==> config.mk <==
export PLATFORM = sky130hd
export DESIGN_NAME = sorted_set_store
export DESIGN_NICKNAME = d
export VERILOG_FILES = /design/src/rtl/sss_pkg.sv /design/src/rtl/sss_ram.sv /design/src/rtl/sss_ctrl.sv /design/src/rtl/sss_dp.sv /design/src/rtl/sorted_set_store.sv
export SDC_FILE = /design/constraint.sdc
export NUM_CORES = 2
export LEC_CHECK = 0
export ABC_AREA = 1
export BUFFER_PORTS_ARGS = -buffer_cell sky130_fd_sc_hd__clkbuf_2
export CAP_MARGIN = 20
export CORE_MARGIN = 2
export CORE_UTILIZATION = 40
export DETAILED_ROUTE_END_ITERATION = 8
export SYNTH_ARGS = -nofsm -noshare
export SYNTH_HDL_FRONTEND = slang
export SYNTH_SLANG_ARGS = --single-unit
==> constraint.sdc <==
create_clock -name clk_i -period 6.98 [get_ports clk_i]
set_input_delay 1.396 -clock clk_i [delete_from_list [all_inputs] [get_ports clk_i]]
set_output_delay 1.396 -clock clk_i [all_outputs]
set_load 0.1 [all_outputs]
==> src/rtl/sss_pkg.sv <==
// Shared types of the sorted set store: command codes and controller/datapath interface.
package sss_pkg;

  typedef enum logic [1:0] {
    CMD_QUERY  = 2'd0,
    CMD_INSERT = 2'd1,
    CMD_REMOVE = 2'd2,
    CMD_CLEAR  = 2'd3
  } cmd_e;

  typedef struct packed {
    logic load;
    logic srch_cmp;
    logic mv_init;
    logic mv_rd;
    logic mv_wr;
    logic commit;
    logic report;
  } ctl_t;

  typedef struct packed {
    logic lo_eq_hi;
    logic found;
    logic full;
    logic mv_last;
    logic is_ins;
    logic is_rem;
  } sts_t;

endpackage

==> src/rtl/sss_ram.sv <==
// Generic simple dual-port RAM, one write and one registered read port.
module sss_ram #(
  parameter int WIDTH = 32,
  parameter int DEPTH = 64,
  localparam int AW = (DEPTH > 1) ? $clog2(DEPTH) : 1
) (
  input  logic             clk_i,
  input  logic             we_i,
  input  logic [AW-1:0]    waddr_i,
  input  logic [WIDTH-1:0] wdata_i,
  input  logic [AW-1:0]    raddr_i,
  output logic [WIDTH-1:0] rdata_o
);

  logic [WIDTH-1:0] mem_q [DEPTH];
  logic [WIDTH-1:0] rdata_q;

  always_ff @(posedge clk_i) begin
    if (we_i) begin
      mem_q[waddr_i] <= wdata_i;
    end
    rdata_q <= mem_q[raddr_i];
  end

  assign rdata_o = rdata_q;

endmodule

==> src/rtl/sss_ctrl.sv <==
// Controller of the sorted set store: binary search, shift loop and result sequencing.
module sss_ctrl (
  input  logic          clk_i,
  input  logic          rst_ni,
  input  logic          start_i,
  input  sss_pkg::sts_t sts_i,
  output sss_pkg::ctl_t ctl_o,
  output logic          busy_o
);

  typedef enum logic [5:0] {
    ST_IDLE = 6'b000001,
    ST_SRCH = 6'b000010,
    ST_CMP  = 6'b000100,
    ST_MOVE = 6'b001000,
    ST_MVWR = 6'b010000,
    ST_DONE = 6'b100000
  } state_e;

  state_e state_q, state_d;
  logic   go_move;

  assign go_move = (sts_i.is_ins && !sts_i.found && !sts_i.full) ||
                   (sts_i.is_rem && sts_i.found);

  always_comb begin
    state_d = state_q;
    ctl_o   = '0;
    case (state_q)
      ST_IDLE: begin
        if (start_i) begin
          ctl_o.load = 1'b1;
          state_d    = ST_SRCH;
        end
      end
      ST_SRCH: begin
        if (sts_i.lo_eq_hi) begin
          if (go_move) begin
            ctl_o.mv_init = 1'b1;
            state_d       = ST_MOVE;
          end else begin
            state_d = ST_DONE;
          end
        end else begin
          state_d = ST_CMP;
        end
      end
      ST_CMP: begin
        ctl_o.srch_cmp = 1'b1;
        state_d        = ST_SRCH;
      end
      ST_MOVE: begin
        if (sts_i.mv_last) begin
          ctl_o.commit = 1'b1;
          state_d      = ST_DONE;
        end else begin
          ctl_o.mv_rd = 1'b1;
          state_d     = ST_MVWR;
        end
      end
      ST_MVWR: begin
        ctl_o.mv_wr = 1'b1;
        state_d     = ST_MOVE;
      end
      ST_DONE: begin
        ctl_o.report = 1'b1;
        state_d      = ST_IDLE;
      end
      default: begin
        state_d = ST_IDLE;
      end
    endcase
  end

  always_ff @(posedge clk_i or negedge rst_ni) begin
    if (!rst_ni) begin
      state_q <= ST_IDLE;
    end else begin
      state_q <= state_d;
    end
  end

  assign busy_o = (state_q != ST_IDLE);

endmodule

==> src/rtl/sss_dp.sv <==
// Datapath of the sorted set store: element RAM, search bounds, shift index and result registers.
module sss_dp #(
  parameter int DEPTH = 64,
  localparam int AW = $clog2(DEPTH),
  localparam int CW = $clog2(DEPTH + 1)
) (
  input  logic               clk_i,
  input  logic               rst_ni,
  input  logic [1:0]         cmd_i,
  input  logic signed [31:0] value_i,
  input  sss_pkg::ctl_t      ctl_i,
  output sss_pkg::sts_t      sts_o,
  output logic               done_o,
  output logic               was_member_o,
  output logic               dropped_o,
  output logic [6:0]         count_o,
  output logic               is_empty_o
);

  sss_pkg::cmd_e      cmd_q, cmd_d;
  logic signed [31:0] val_q, val_d;
  logic [CW-1:0]      cnt_q, cnt_d;
  logic [CW-1:0]      lo_q, lo_d;
  logic [CW-1:0]      hi_q, hi_d;
  logic               found_q, found_d;
  logic               ins_ok_q, ins_ok_d;
  logic [AW-1:0]      j_q, j_d;
  logic               done_q, done_d;
  logic               was_member_q, was_member_d;
  logic               dropped_q, dropped_d;
  logic [6:0]         count_q, count_d;
  logic               is_empty_q, is_empty_d;

  logic [CW:0]        sum_w;
  logic [CW-1:0]      mid_w;
  logic               is_ins, is_rem, is_clr, full;

  logic               we;
  logic [AW-1:0]      waddr, raddr;
  logic [31:0]        wdata, rdata;
  logic signed [31:0] rdata_s;

  sss_ram #(
    .WIDTH(32),
    .DEPTH(DEPTH)
  ) u_ram (
    .clk_i  (clk_i),
    .we_i   (we),
    .waddr_i(waddr),
    .wdata_i(wdata),
    .raddr_i(raddr),
    .rdata_o(rdata)
  );

  assign rdata_s = $signed(rdata);
  assign sum_w   = {1'b0, lo_q} + {1'b0, hi_q};
  assign mid_w   = sum_w[CW:1];
  assign is_ins  = (cmd_q == sss_pkg::CMD_INSERT);
  assign is_rem  = (cmd_q == sss_pkg::CMD_REMOVE);
  assign is_clr  = (cmd_q == sss_pkg::CMD_CLEAR);
  assign full    = (cnt_q == CW'(DEPTH));

  assign sts_o.lo_eq_hi = (lo_q == hi_q);
  assign sts_o.found    = found_q;
  assign sts_o.full     = full;
  assign sts_o.mv_last  = is_ins ? (CW'(j_q) == lo_q) : ((CW'(j_q) + CW'(1)) == cnt_q);
  assign sts_o.is_ins   = is_ins;
  assign sts_o.is_rem   = is_rem;

  always_comb begin
    cmd_d        = cmd_q;
    val_d        = val_q;
    cnt_d        = cnt_q;
    lo_d         = lo_q;
    hi_d         = hi_q;
    found_d      = found_q;
    ins_ok_d     = ins_ok_q;
    j_d          = j_q;
    done_d       = 1'b0;
    was_member_d = was_member_q;
    dropped_d    = dropped_q;
    count_d      = count_q;
    is_empty_d   = is_empty_q;
    we           = 1'b0;
    waddr        = j_q;
    wdata        = rdata;
    raddr        = mid_w[AW-1:0];

    if (ctl_i.load) begin
      cmd_d    = sss_pkg::cmd_e'(cmd_i);
      val_d    = value_i;
      lo_d     = '0;
      hi_d     = cnt_q;
      found_d  = 1'b0;
      ins_ok_d = 1'b0;
    end
    if (ctl_i.srch_cmp) begin
      if (rdata_s < val_q) begin
        lo_d = mid_w + CW'(1);
      end else begin
        hi_d = mid_w;
      end
      if (rdata_s == val_q) begin
        found_d = 1'b1;
      end
    end
    if (ctl_i.mv_init) begin
      j_d = is_ins ? cnt_q[AW-1:0] : lo_q[AW-1:0];
    end
    if (ctl_i.mv_rd) begin
      raddr = is_ins ? (j_q - AW'(1)) : (j_q + AW'(1));
    end
    if (ctl_i.mv_wr) begin
      we  = 1'b1;
      j_d = is_ins ? (j_q - AW'(1)) : (j_q + AW'(1));
    end
    if (ctl_i.commit) begin
      if (is_ins) begin
        we       = 1'b1;
        wdata    = val_q;
        cnt_d    = cnt_q + CW'(1);
        ins_ok_d = 1'b1;
      end else begin
        cnt_d = cnt_q - CW'(1);
      end
    end
    if (ctl_i.report) begin
      if (is_clr) begin
        cnt_d = '0;
      end
      done_d       = 1'b1;
      was_member_d = found_q;
      dropped_d    = is_ins && !found_q && !ins_ok_q;
      count_d      = 7'(cnt_d);
      is_empty_d   = (cnt_d == '0);
    end
  end

  always_ff @(posedge clk_i or negedge rst_ni) begin
    if (!rst_ni) begin
      cnt_q  <= '0;
      done_q <= 1'b0;
    end else begin
      cnt_q  <= cnt_d;
      done_q <= done_d;
    end
  end

  always_ff @(posedge clk_i) begin
    cmd_q        <= cmd_d;
    val_q        <= val_d;
    lo_q         <= lo_d;
    hi_q         <= hi_d;
    found_q      <= found_d;
    ins_ok_q     <= ins_ok_d;
    j_q          <= j_d;
    was_member_q <= was_member_d;
    dropped_q    <= dropped_d;
    count_q      <= count_d;
    is_empty_q   <= is_empty_d;
  end

  assign done_o       = done_q;
  assign was_member_o = was_member_q;
  assign dropped_o    = dropped_q;
  assign count_o      = count_q;
  assign is_empty_o   = is_empty_q;

endmodule

==> src/rtl/sorted_set_store.sv <==
// Top level of the sorted set store: ascending set of distinct signed 32-bit values.
//
// Usage: drive cmd_i (query, insert, remove, clear) and value_i with start_i high;
// the beat is taken at a rising edge where start_i is high and busy_o is low.
// busy_o rises the cycle after and stays high while the command runs.
// Each command gives one result beat: done_o is high for exactly one cycle with
// was_member_o, dropped_o, count_o and is_empty_o valid; the receiver cannot stall,
// so the beat must be captured in that cycle. busy_o is already low in that cycle,
// so the next command may be started alongside the result.
// A command makes S <= clog2(count+1) binary search probes of the element RAM and,
// when the set changes by insert or remove, shifts M entries (count-pos for an
// insert, count-pos-1 for a remove). The RAM has a single read port; each shifted
// entry is read and then written once.
// Reset clears the element count and the result strobe; RAM contents are not
// cleared, since entries at or beyond the count are never read.
module sorted_set_store #(
  parameter int DEPTH = 64
) (
  input  logic        clk_i,
  input  logic        rst_ni,
  input  logic        start_i,
  input  logic [1:0]  cmd_i,
  input  logic signed [31:0] value_i,
  output logic        busy_o,
  output logic        done_o,
  output logic        was_member_o,
  output logic        dropped_o,
  output logic [6:0]  count_o,
  output logic        is_empty_o
);

  sss_pkg::ctl_t ctl;
  sss_pkg::sts_t sts;

  sss_ctrl u_ctrl (
    .clk_i  (clk_i),
    .rst_ni (rst_ni),
    .start_i(start_i),
    .sts_i  (sts),
    .ctl_o  (ctl),
    .busy_o (busy_o)
  );

  sss_dp #(
    .DEPTH(DEPTH)
  ) u_dp (
    .clk_i       (clk_i),
    .rst_ni      (rst_ni),
    .cmd_i       (cmd_i),
    .value_i     (value_i),
    .ctl_i       (ctl),
    .sts_o       (sts),
    .done_o      (done_o),
    .was_member_o(was_member_o),
    .dropped_o   (dropped_o),
    .count_o     (count_o),
    .is_empty_o  (is_empty_o)
  );

  a_accept_busy: assert property (@(posedge clk_i) disable iff (!rst_ni)
    (start_i && !busy_o) |=> busy_o)
    else $error("accepted command did not raise busy");

  a_done_idle: assert property (@(posedge clk_i) disable iff (!rst_ni)
    done_o |-> !busy_o)
    else $error("result beat while busy");

  a_drop_not_member: assert property (@(posedge clk_i) disable iff (!rst_ni)
    (done_o && dropped_o) |-> !was_member_o)
    else $error("dropped insert of a present value");

  a_empty_count: assert property (@(posedge clk_i) disable iff (!rst_ni)
    (done_o && is_empty_o) |-> (count_o == 7'd0))
    else $error("empty flag with nonzero count");

endmodule

Word-level counts from Yosys, hierarchy flattened

Memories as Yosys holds them, arrays and structs flattened. A register that Yosys moved wholly into a read port is not among the register bits.
Cells that the tools add are included.

Register bits: 80
RAM bits: 2048
Input port bits: 37
Output and inout bits: 12
Word-level logic and storage cells: 97
Memories: 1

Memory list:

| memory           | words | bits a word | read ports | clocked after Yosys merged registers in | write ports | line          | RTL |
|---|---|---|---|---|---|---|---|
| u_dp.u_ram.mem_q | 64    | 32          | 1          | 1                                       | 1           | sss_ram.sv:15 | `logic [WIDTH-1:0] mem_q [DEPTH];` |

Add/subtract/negate cells: 7
$lt $le $gt $ge: 1
Equal/unequal tests: 16
Multiplexer cells: 48
Reductions and logical operators: 10

Operators by type and width:

| operator                                             | number |
|---|---|
| two-way mux 7 bit                                    | 11 |
| two-way mux 32 bit                                   | 2 |
| two-way mux 6 bit                                    | 9 |
| equality test 32 bit                                 | 1 |
| < comparator 32 bit                                  | 1 |
| one-hot mux 6 bit (5 select lines)                   | 1 |
| two-way mux 1 bit                                    | 25 |
| adder 7 x 1 -> 7 bit (second input constant)         | 2 |
| equality test 7 bit                                  | 2 |
| adder 7 x 7 -> 8 bit                                 | 1 |
| adder 6 x 1 -> 7 bit (second input constant)         | 1 |
| equality test 6 x 7 -> 1 bit                         | 1 |
| equality test 7 bit (second input constant)          | 1 |
| zero test 7 bit                                      | 1 |
| subtractor 7 x 1 -> 7 bit (second input constant)    | 1 |
| adder 6 x 1 -> 6 bit (second input constant)         | 1 |
| equality test 6 x 1 -> 1 bit (second input constant) | 1 |
| equality test 6 x 2 -> 1 bit (second input constant) | 1 |
| equality test 6 x 3 -> 1 bit (second input constant) | 1 |
| equality test 6 x 4 -> 1 bit (second input constant) | 1 |
| equality test 6 x 5 -> 1 bit (second input constant) | 1 |
| equality test 6 bit (second input constant)          | 1 |
| != test 6 x 1 -> 1 bit (second input constant)       | 1 |
| subtractor 6 x 1 -> 6 bit (second input constant)    | 1 |
| 7 further kinds                                      | 13 |

Logic depth before layout (Yosys ltp)

Depth in word-level cells: 9
Depth in mapped cells: 22
Depth with buffers taken out: 20

By module

Synthesis repeated with hierarchy kept, for this count alone.

Cell total of the unflattened synthesis: 7443
Area, all modules: 88183.3 um^2

Modules (own cells, without submodules):

| module   | times used | cells an instance | area an instance (um^2) | seq. area each (um^2) |
|---|---|---|---|---|
| sss_ram  | 1          | 6769              | 82738.1                 | 62139.6 |
| sss_dp   | 1          | 626               | 5082.4                  | 2021.9 |
| sss_ctrl | 1          | 48                | 362.8                   | 151.4 |

Worst setup path after synthesis

OpenSTA, ideal clock, no wires.

Path kind: reg2reg
Start: register u_dp.j_q[1]
End: memory u_dp.u_ram.mem_q[0][1], data pin
Library setup time: 0.702 ns
Arrival time: 4.450 ns
Required time: 6.278 ns
Path slack: 1.828 ns
Cell stages (with the launch flop): 15
Path buffers: 1
Clock period less this slack: 5.152 ns
Cell sequence: edfxtp_1 -> ha_1 -> inv_1 -> nand2_1 -> nand3_1 -> nor2_1 -> nand2_1 -> nor2_1 -> nand2_2 -> nand2_1 -> nand2_1 -> nor2_1 -> inv_2 -> clkbuf_1 -> o21ai_0

Longest elaborated chain between the ends: 6
Elaborated cells between the ends (all ways): 7
Classes of those cells: add/sub (1); eq/ne (2); mux (4)

RTL lines:

| element                         | line           | RTL |
|---|---|---|
| from (decl)                     | sss_dp.sv:27   | `logic [AW-1:0] j_q, j_d;` |
| from (signal assigned)          | sss_dp.sv:156  | `j_q <= j_d;` |
| adder 6 x 1 -> 7 bit            | sss_dp.sv:66   | `assign sts_o.mv_last = is_ins ? (CW'(j_q) == lo_q) : ((CW'(j_q) + CW'(1)) == cnt_q);` |
| equality test 7 bit             | sss_dp.sv:66   |  |
| two-way mux 1 bit (*)           | sss_dp.sv:66   |  |
| two-way mux 1 bit (*)           | sss_ctrl.sv:53 | `if (sts_i.mv_last) begin` |
| two-way mux 1 bit (*)           | sss_ctrl.sv:29 | `case (state_q)` |
| two-way mux 32 bit (*)          | sss_dp.sv:117  | `if (ctl_i.commit) begin` |
| named net u_dp.u_ram.wdata_i[1] | sss_ram.sv:10  | `input logic [WIDTH-1:0] wdata_i,` |
| to (decl)                       | sss_ram.sv:15  |  |

Mark *: on every way through the listed nets, which the timed path passes. The rest lies on a longest branch.

Worst setup path after layout

Start: register u_dp.cmd_q[1]
End: memory u_dp.u_ram.mem_q[22][3] (enable)

Longest elaborated chain between the ends: 7
Elaborated cells between the ends (all ways): 8
Classes of those cells: eq/ne (1); mux (7)

RTL lines:

| element                                     | line           | RTL |
|---|---|---|
| from (decl)                                 | sss_dp.sv:20   | `sss_pkg::cmd_e cmd_q, cmd_d;` |
| from (signal assigned)                      | sss_dp.sv:150  | `cmd_q <= cmd_d;` |
| equality test 2 x 1 -> 1 bit (*)            | sss_dp.sv:58   | `assign is_ins = (cmd_q == sss_pkg::CMD_INSERT);` |
| two-way mux 1 bit                           | sss_dp.sv:66   |  |
| two-way mux 1 bit                           | sss_ctrl.sv:53 |  |
| two-way mux 1 bit                           | sss_ctrl.sv:29 |  |
| two-way mux 1 bit (*)                       | sss_dp.sv:117  |  |
| two-way mux 1 bit (*)                       | sss_ram.sv:19  | `if (we_i) begin` |
| two-way mux 1 bit (implied by the code) (*) | sss_ram.sv:20  | `mem_q[waddr_i] <= wdata_i;` |

Mark *: on every way between the ends. The rest lies on a longest branch, timed or not.

==> metrics.md <==
| Metric | Value |
|---|---|
| Netlist cell types | `47` |
| Tcrit/Tclk final | `79.8%` |
| Vias/cell | `5.24` |
| Crit Path Max Fanout | `18` |
| Post-synthesis net count | `9264` |
| Routed WL per cell | `23.0 µm` |
| Worst Path Required | `7.47 ns` |
| Register area share after synthesis | `67.5%` |
| Status | `completed` |
| Worst slew margin | `19.0%` |
| Number of global-route vias before repair | `62446` |
| I/O pin count | `49` |
| Ys flop type | `edfxtp_1` |
| Synth warn | `0` |
| RSZ-0062 raised after global routing | `no` |
| Setup TNS Final | `0 ns` |
| GPL Wtd Cong | `0.915` |
| Clk_skew | `0.0317 ns` |
| Detailed Routing Iterations Pass 1 | `6` |
| Max Buffers Root-to-Sink | `3` |
| Final Instance Area | `0.107 mm²` |
| DPL Wire Length | `161000 µm` |
| Setup bufs post-CTS | `0` |
| Synthesized area | `0.0952 mm²` |
| Hold buffer count at cts | `0` |
| Crit path kind | `register to register` |
| Async set-reset flop share out of synthesis | `0.648%` |
| # DRC | `0` |
| MaxCap Viol Count | `0` |
| Post-synthesis mux area share | `0%` |
| Static Leakage | `44.3 nW` |
| Critical Path Slowest Stage Cell | `nor2_4` |
| Largest net degree at the start of global routing | `139` |
| GRT Overall Usage | `23.3%` |
| Simple logic cell fraction of the synthesized area | `21.1%` |
| Placed Area | `0.100 mm²` |
| Crit path cell chain | `inv_1 -> nand2_2 -> inv_1 -> nand4_1 -> nor2_1 -> nand2_1 -> nand2_1 -> nand2_1 -> nor2_1 -> inv_4 -> nand2_1 -> nand2_1 -> inv_1 -> nand3_1 -> nor2_4 -> buf_4` |
| CTS Buf Count | `217` |
| Number of fill cells in the layout | `21627` |
| Initial antenna violation count | `9` |
| Area of the multi-input gates | `0.0225 mm²` |
| Number of port buffers | `48` |
| Main combinational cell family by area after synthesis | `simple AND/OR/NAND/NOR gates` |
| Clk_lat worst skew | `0.87 ns` |
| Fraction of layout cells with a size suffix above 1 | `7.47%` |
| Post-synthesis xor/xnor area fraction | `0.193%` |
| Die X | `492 µm` |
| Post-cts resize count | `0` |
| Global route total overflow | `0` |
| Adder and majority cell fraction of the synthesized area | `0.720%` |
| Area grow syn2layout | `12.7%` |
| Die height | `492 µm` |
| Power per cell area | `270 mW/mm²` |
| Syn_area_per_cell | `10.4 µm²` |
| Synth Register Bits | `2160` |
| Critical path's most frequent cell | `nand2_1` |
| First-pass GRT wire length | `417000 µm` |
| Mapped Cells | `9174` |
| Clk slew on worst S/H paths | `0.06 ns` |
| Post-detailed-route count of antenna-violating nets | `0` |
| Worst Setup End Kind | `register` |
| # clock sinks | `2160` |
| Final setup fails | `0` |
| Critical Path Start Type | `register` |
| CTS Root Cell | `clkbuf_16` |
| Die Area | `0.242 mm²` |
| Total area of sequential cells | `0.0643 mm²` |
| Max VDD drop | `0.296 mV` |
| Hold Fails Final Rpt | `0` |
| Most frequent cells in the layout | `2152 x nand2_1, 2098 x edfxtp_1, 2013 x nand3_1` |
| Final Max Slew Viols | `0` |
| Commonest non-fill, non-tap cell in the layout | `nand2_1` |
| Critical Path Max Stage Delay | `0.90 ns` |
| CTS H-Tree Depth | `4` |
| Arr. time, crit path | `6.06 ns` |
| # nets final | `9275` |
| Routed wire length | `288000 µm` |
| CORE AREA | `0.237 mm²` |
| Via total after detailed routing | `65683` |
| Class of the worst hold path | `input pin to asynchronous set/reset pin` |
| Tightest Pin Transition | `1.21 ns` |
| CTS tree | `yes` |
| EDFF count, synth | `2098` |
| Starting Density | `40.1%` |
| Row count | `179` |
| Drt first-iter violations | `8156` |
| FMAX | `179 MHz` |
| Tmin final | `5.57 ns` |
| Complex-gate fraction of the synthesized area | `0.691%` |
## routing by layer
layer	GRT usage (%)	part of all wire, %	vias to the layer above
li1	-	-	30048
met1	31.0	40	31893
met2	37.3	46	3142
met3	3.97	8.9	598
met4	10.6	4.8	2
met5	0	0.0024	-
## cells by family (layout without fill, tap and decap cells)
kind of cell / after synthesis / after routing
DFF: 2160 / 2160
buffers and inverters: 2347 / 2532
AOI/OAI and AO/OA: 117 / 117
xor gates and xnor gates: 21 / 21
adders and majority gates: 53 / 53
other: 0 / 3
and+or+nand+nor: 4476 / 4476
## path summary, 6_finish.rpt
kind,start,endpoint,slack [ns],depth (start not counted)
max in group asynchronous,rst_ni,u_ctrl.state_q[0]$_DFFE_PN1P_,6.21,1
min in group clk_i,u_dp.ins_ok_q$_DFF_P_,u_dp.ins_ok_q$_DFF_P_,0.52,2
worst max-delay path,u_dp.cmd_q[1]$_DFFE_PP_,u_dp.u_ram.mem_q[22][3]$_DFFE_PP_,1.41,16
worst min-delay path,rst_ni,u_dp.done_o$_DFF_PN0_,0.45,1
worst max register to register,u_dp.cmd_q[1]$_DFFE_PP_,u_dp.u_ram.mem_q[22][3]$_DFFE_PP_,1.41,16
worst min register to register,u_dp.ins_ok_q$_DFF_P_,u_dp.ins_ok_q$_DFF_P_,0.52,2
## state kept, by name, indices dropped and copies added (netlist names)
register / count
u_dp.u_ram.rdata_o: 32
u_dp.lo_q: 7
u_dp.val_q: 32
u_dp.ins_ok_q: 1
u_dp.j_q: 6
u_ctrl.state_q: 6
u_dp.found_q: 1
u_dp.cnt_q: 7
u_dp.count_o: 7
u_dp.is_empty_o: 1
u_dp.hi_q: 7
u_dp.done_o: 1
u_dp.u_ram.mem_q: 2048
u_dp.dropped_o: 1
u_dp.cmd_q: 2
u_dp.was_member_o: 1
## cell type report
cell class                      instances  share of cell area (%)
Sequential cell                      2160                    59.9
Antenna cell                            3                 0.00699
Tap cell                             3167                    3.69
Multi-Input combinational cell       4667                    21.0
Clock inverter                        115                   0.977
Clock buffer                          278                    5.36
Timing Repair Buffer                  270                    2.53
Inverter                             1869                    6.55
## synth_stat cells (5+ instances only)
master | number | area share (%)
xnor2_1 | 7 | 0.064
a21oi_1 | 20 | 0.11
nand2_2 | 5 | 0.033
nand3_1 | 2015 | 11
edfxtp_1 | 2098 | 66
buf_6 | 5 | 0.059
nor3_1 | 8 | 0.042
inv_2 | 10 | 0.039
nor4_1 | 7 | 0.046
xor2_1 | 14 | 0.13
nand2_1 | 2153 | 8.5
dfrtp_1 | 13 | 0.34
nand3b_1 | 160 | 1.3
inv_1 | 1855 | 7.3
buf_2 | 386 | 2.0
clkbuf_1 | 63 | 0.25
nand4_1 | 15 | 0.099
ha_1 | 50 | 0.66
o21ai_0 | 73 | 0.38
dfxtp_1 | 48 | 1.0
buf_1 | 22 | 0.087
nor2_1 | 102 | 0.40
## worst max-delay path: cells and delay by family (launching register included)
| family | cells | cell delay (ns) |
|---|---|---|
| flops | 1 | 0.38 |
| buf+inv | 5 | 1.39 |
| simple gates | 11 | 3.39 |
## power by group
group / switching (W) / internal [W]
Combinational: 0.00215 / 0.000563
Clock: 0.00494 / 0.00644
Sequential: 0.0000950 / 0.0148
## metrics by stage
stage	power [W]	hold slack [ns]	worst slack (ns)	cells	utilization [%]
after global placement	0.0178	0.514	1.49	12115	42.2
after global routing	0.0298	0.443	1.09	12527	45.2
after detailed placement	0.0178	0.505	1.53	12129	42.3
after CTS	0.0291	0.413	1.51	12522	45.2
final	0.0290	0.453	1.41	12529	45.2
after floorplan	0.0166	0.428	1.83	9174	-
(Power assumes the default switching activity.)
